## src/hfbf_pkg.sv

```systemverilog
package hfbf_pkg;

	localparam int SlotW  = 12;
	localparam int WordW  = 64;
	localparam int PtrW   = 6;
	localparam int Words  = 64;
	localparam int CountW = 13;

	localparam logic [CountW-1:0] COUNT_RESET = 13'd4096;
	localparam logic [WordW-1:0]  WORD_FULL   = {WordW{1'b1}};

	localparam logic [1:0] MODE_CLEAR = 2'd0;
	localparam logic [1:0] MODE_SET   = 2'd1;
	localparam logic [1:0] MODE_FIND  = 2'd2;

	typedef struct packed {
		logic [1:0]       mode;
		logic [SlotW-1:0] bit_index;
	} in_item_t;

	typedef struct packed {
		logic             found;
		logic [SlotW-1:0] found_index;
	} out_item_t;

	typedef struct packed {
		logic             rd_en;
		logic [PtrW-1:0]  rd_addr;
		logic             wr_en;
		logic [PtrW-1:0]  wr_addr;
		logic [WordW-1:0] wr_data;
	} leaf_req_t;

	// lowest zero bit; result is don't-care for an all-ones word
	function automatic logic [PtrW-1:0] first_zero(input logic [WordW-1:0] w);
		logic [PtrW-1:0] r;
		r = '0;
		for (int i = WordW - 1; i >= 0; i--) begin
			if (!w[i]) r = PtrW'(i);
		end
		return r;
	endfunction

endpackage

```

## src/hfbf_leaf_store.sv

```systemverilog
module hfbf_leaf_store (
	input  logic                      clk,
	input  logic                      arst_n,
	input  hfbf_pkg::leaf_req_t       req,
	output logic [hfbf_pkg::WordW-1:0] rd_word
);

	logic [hfbf_pkg::WordW-1:0] mem [hfbf_pkg::Words];
	logic [hfbf_pkg::WordW-1:0] rd_data_s1;
	logic                       rd_vld_s1;
	logic [hfbf_pkg::Words-1:0] vld_q;

	always_ff @(posedge clk) begin
		if (req.wr_en) mem[req.wr_addr] <= req.wr_data;
		if (req.rd_en) rd_data_s1 <= mem[req.rd_addr];
	end

	// a word never written since reset reads as all clear
	always_ff @(posedge clk or negedge arst_n) begin
		if (!arst_n) begin
			vld_q     <= '0;
			rd_vld_s1 <= 1'b0;
		end else begin
			if (req.wr_en) vld_q[req.wr_addr] <= 1'b1;
			if (req.rd_en) rd_vld_s1 <= vld_q[req.rd_addr];
		end
	end

	assign rd_word = rd_vld_s1 ? rd_data_s1 : '0;

endmodule

```

## config.mk

```make
export PLATFORM = sky130hd
export DESIGN_NAME = hfbf_leaf_store
export DESIGN_NICKNAME = d
export VERILOG_FILES = /design/src/hfbf_pkg.sv /design/src/hfbf_leaf_store.sv
export SDC_FILE = /design/constraint.sdc
export NUM_CORES = 2
export LEC_CHECK = 0
export ABC_CLOCK_PERIOD_IN_PS = 2500
export BUFFER_PORTS_ARGS = -buffer_cell sky130_fd_sc_hd__buf_4
export CAP_MARGIN = 20
export CORE_MARGIN = 10
export CORE_UTILIZATION = 63
export DETAILED_ROUTE_END_ITERATION = 10
export GPL_ROUTABILITY_DRIVEN = 0
export PLACE_DENSITY_LB_ADDON = 0.2
export SYNTH_ARGS = -nofsm -noshare
export SYNTH_HDL_FRONTEND = slang
export SYNTH_SLANG_ARGS = --single-unit
export TNS_END_PERCENT = 30
```

## constraint.sdc

```tcl
create_clock -name clk -period 2.5 [get_ports clk]
set_input_delay 0.125 -clock clk [delete_from_list [all_inputs] [get_ports clk]]
set_output_delay 0.125 -clock clk [all_outputs]
set_load 0.01 [all_outputs]
```

Yosys cells after proc, flatten, opt, wreduce, memory -nomap -nowiden:

Memories as Yosys holds them, arrays and structs flattened. A register that Yosys moved wholly into a read port is not among the register bits.
Index checks and enable logic that the tools add are counted.

* $lt $le $gt $ge: 3
* multiplexer cells: 7
* bitwise operators: 1
* reductions and logical operators: 1

Operator list (number)
* 64-bit two-way mux: 1
* 64-bit OR: 1
* 6-bit by 7-bit less-than comparator with 1-bit output, second input constant: 2
* 1-bit binary-select mux with 6-bit select: 1
* 1-bit demux with 6-bit select: 1
* 6-bit by 1-bit greater-or-equal comparator with 1-bit output, second input constant: 1
* 1-bit two-way mux: 4
* 1-bit logical AND: 1

* register bits: 65
* RAM bits: 4096
* bits of input ports: 80
* output and inout bits: 64
* logic and storage cells: 15
* memories kept: 1

Memories
* mem: words 64, bits a word 64, read ports 1, clocked after Yosys merged registers in 1, wr ports 1, RTL line hfbf_leaf_store.sv:8 `logic [hfbf_pkg::WordW-1:0] mem [hfbf_pkg::Words];`

Logic depth before layout (Yosys ltp):

* depth in word-level cells: 5
* depth in mapped cells: 9
* depth with buffers taken out: 5

Least setup slack after synthesis:

OpenSTA, ideal clock, no wires.

* kind: input to register
* from: input port req[67] (netlist bit)
* to: register vld_q[48] (netlist bit)
* arrival time: 5661 ps
* required time: 2408 ps
* setup slack: -3253 ps
* stages on the path: 5
* cell sequence: clkbuf_1 nand4b_1 or2_2 nor3_1 or2_2

* cells in the longest elaborated chain, start to end: 5
* elaborated cells on any way between the ends: 6
* those cells by class: 2 x order compare; 2 x mux; 1 x bitwise; 1 x reduce/logical

Ends and longest elaborated chain
* from (decl): RTL line hfbf_leaf_store.sv:4 `input hfbf_pkg::leaf_req_t req,`
* 6-bit by 7-bit less-than comparator with 1-bit output (implied by the code) or 6-bit by 1-bit greater-or-equal comparator with 1-bit output (tied branches): RTL line hfbf_leaf_store.sv:24 `if (req.wr_en) vld_q[req.wr_addr] <= 1'b1;`
* 1-bit logical AND (implied by the code): RTL line hfbf_leaf_store.sv:24
* 1-bit two-way mux (implied by the code): RTL line hfbf_leaf_store.sv:24
* 1-bit demux with 6-bit select *: RTL line hfbf_leaf_store.sv:24
* 64-bit OR (no source line) *
* to (signal assigned): RTL line hfbf_leaf_store.sv:21 `vld_q <= '0;`
* to (signal, indexed assignment): RTL line hfbf_leaf_store.sv:24
* to (decl): RTL line hfbf_leaf_store.sv:11 `logic [hfbf_pkg::Words-1:0] vld_q;`

Mark *: on every way between the ends. The rest lies on a longest branch, timed or not.
A chain may end at the register's enable or synchronous reset.

==> flow_summary.json <==
{
  "syn2layout_area_growth_pct": 16.49,
  "ys_warn_count": 0,
  "yosysTopAreaCellShare_pct": 78.17,
  "synth_common_cells": "edfxtp_1, mux4_2, clkbuf_1",
  "synth_edf_count": 4160,
  "rr_worst_depth": 5,
  "dp.cells": 10030,
  "fmax_ghz": 0.4054,
  "timing.hold.ws_ns": 0.1515,
  "drcViolationCount": 0,
  "post_cts_buffers": 0,
  "p_per_area_nw_per_um2": 801.3,
  "status": "finished, final reports clean",
  "p_leak_nw": 59.19,
  "tightest_slew_ns": 0.8457,
  "die_w_um": 523.6,
  "fp.dieH_um": 523.6,
  "crit_type": "reg -> reg",
  "first_pass_iters": 6,
  "antenna_found_initial": 38,
  "cp_data_arrival_time_ns": 3.21,
  "wl_per_cell_um": 42.89,
  "dieArea_um2": 274200,
  "setup_violations": 0,
  "cp_data_required_time_ns": 3.24,
  "stdcell_count": 10880,
  "hp-start": "req[73]",
  "row_count": 184,
  "reg2reg_from": "mem[32][0]",
  "cts_htree_levels": 5,
  "numClockSinks": 4225,
  "synth_area_um2": 159800,
  "n_fill_cell": 13090,
  "syn-num-nets": 6390,
  "rsz0062_at_grt": "no",
  "holdPathEnd": "rd_data_s1[62]",
  "worstSetupStartpointType": "register",
  "maxCapViolations": 0,
  "path_clk_slew_ns": 0.07,
  "clk_latency_ns": 1.00,
  "yosys.area.top_type": "edfxtp_1",
  "grt_pass1_vias": 80550,
  "drv_slew": 0,
  "period_share_pct": 98.66,
  "synth_most_common_cell": "edfxtp_1",
  "finalHoldViolCount": 0,
  "ys_types": 29,
  "grt_max_degree": 66,
  "synthTopCellsByArea": "edfxtp_1, mux4_2, dfrtp_1, a22oi_1, clkbuf_1",
  "hold_path_depth": 5,
  "vias": 79910,
  "routed_wl_mm": 466.6,
  "reg2reg_to": "rd_data_s1[0]",
  "crit_path_end_kind": "register",
  "final_antenna_net_count": 0,
  "fin_crit_ns": 2.466,
  "numCtsBuffers": 417,
  "async_reset_ff_share_pct": 1.538,
  "hold_class": "in -> reg",
  "first_iter_violations": 13670,
  "nets": 7265,
  "yosysSeqAreaShare_pct": 79.19,
  "cts_buffer_depth": 4,
  "avgSynthCellArea_um2": 25.33,
  "yosys_register_bits": 4225,
  "routed_via_density": 7.344,
  "core-area_um2": 251900,
  "drive_above_1_share_pct": 36.29,
  "overflow": 0,
  "port-buffer-count": 143,
  "globalRouteTotalUtil_pct": 34.34,
  "cts_tree": "yes",
  "slew_headroom_pct": 43.46,
  "peakVddDrop_mv": 0.6334,
  "pin_count": 144,
  "floorplan.initialDensity_pct": 63.45,
  "r2r_setup_slack_ns": 0.03,
  "synthFlopType": "edfxtp_1",
  "grt_pass1_wl_mm": 647.6,
  "cp_max_fo": 1,
  "syn_inst": 6310,
  "dpl.hpwl_mm": 250.3,
  "cts-root-buf": "clkbuf_16",
  "clock_skew_ns": 0.06419
}
[sequential cells by signal, indices dropped and copies added, names as in the netlist]
name and flops:
mem 4096, rd_vld_s1 1, rd_data_s1 64, vld_q 64
[cells in the final DEF (no fill, tap or decap), drive strengths merged]
| master | n |
|---|---|
| edfxtp | 4160 |
| mux4 | 1289 |
| buf | 706 |
| clkbuf | 502 |
| clkinv | 164 |
| a22oi | 132 |
| dlygate4sd3 | 84 |
| nand2 | 74 |
| nor2 | 68 |
| and2 | 65 |
| or2 | 65 |
| dfrtp | 65 |
| bufinv | 45 |
| clkinvlp | 23 |
| diode | 21 |
| mux2i | 20 |
| inv | 14 |
| nand3 | 10 |
| nor2b | 7 |
| nand2b | 3 |
| nor3 | 2 |
| nand3b | 2 |
| a311oi | 2 |
| a31oi | 2 |
| nand4b | 1 |
| nand4 | 1 |
| or3b | 1 |
| or3 | 1 |
| a211oi | 1 |
| a21oi | 1 |
| a41o | 1 |
[worst max-delay path: stages (launching register included)]
cell and delay, ns:
edfxtp_1 0.41, mux4_2 0.51, mux4_2 0.50, a22oi_2 0.19, dlygate4sd3_1 0.56, nand2_1 0.05
[routing by layer]
metal	global-route usage [%]	vias to the layer above	wire length, um
li1	-	29310	-
met1	46.23	42230	152200
met2	53.82	6889	223700
met3	8.182	1452	61420
met4	17.11	28	29080
met5	0	-	183
[cells by family after synthesis]
family	synth area share, %
mux	18.29
buf+inv	0.9176
compound gates	0.6530
simple gates	0.9474
flops	79.19
[metrics by stage]
stage	total power (W)	worst slack, ns	utilization [%]	TNS [ns]	instance area (um2)
floorplan	0.08441	-0.6683	-	-2025.64	160000
global placement	0.08776	-0.3458	68.23	-3.925	171900
detailed placement	0.08800	-0.3664	68.23	-5.663	171900
CTS	0.1494	0.02537	73.89	0	186100
global route	0.1523	0.003160	73.90	0	186100
finish	0.1492	0.03355	73.91	0	186200
[worst max-delay path by stage]
stage,from,to,slack [ns],cells past startpoint
floorplan,req[66],mem[13][0],-0.67,4
finish,mem[32][0],rd_data_s1[0],0.03,5
detailed placement,req[71],rd_data_s1[45],-0.37,7
global placement,req[71],rd_data_s1[45],-0.35,7
CTS,mem[32][0],rd_data_s1[0],0.03,5
global route,mem[55][0],rd_data_s1[0],0.003,5
[layout make-up]
cell class / count / area (um2) / share of cell area, %
multi-input combinational: 1748 / 32310 / 17.36
clock buffer: 502 / 10930 / 5.869
inverter: 3 / 11.26 / 0.006049
tap: 3348 / 4189 / 2.250
timing repair buffer: 790 / 9669 / 5.194
sequential: 4225 / 126600 / 67.98
clock inverter: 243 / 2447 / 1.315
antenna: 21 / 52.55 / 0.02823
[repair_timing]
item | 4_1_cts | 5_1_grt
hold endpoints to repair | 4504 | 0
setup endpoints to repair | 0 | 1
resized for setup | 0 | 1
hold buffers | 85 | 0
[where the power goes]
group          internal (W)  total [W]  switching, W
clock network        0.0357     0.0623        0.0266
logic               0.00352    0.00768       0.00416
registers            0.0786     0.0792      0.000566
total                 0.118      0.149        0.0313
No activity file was read; power rests on OpenSTA's default activity.
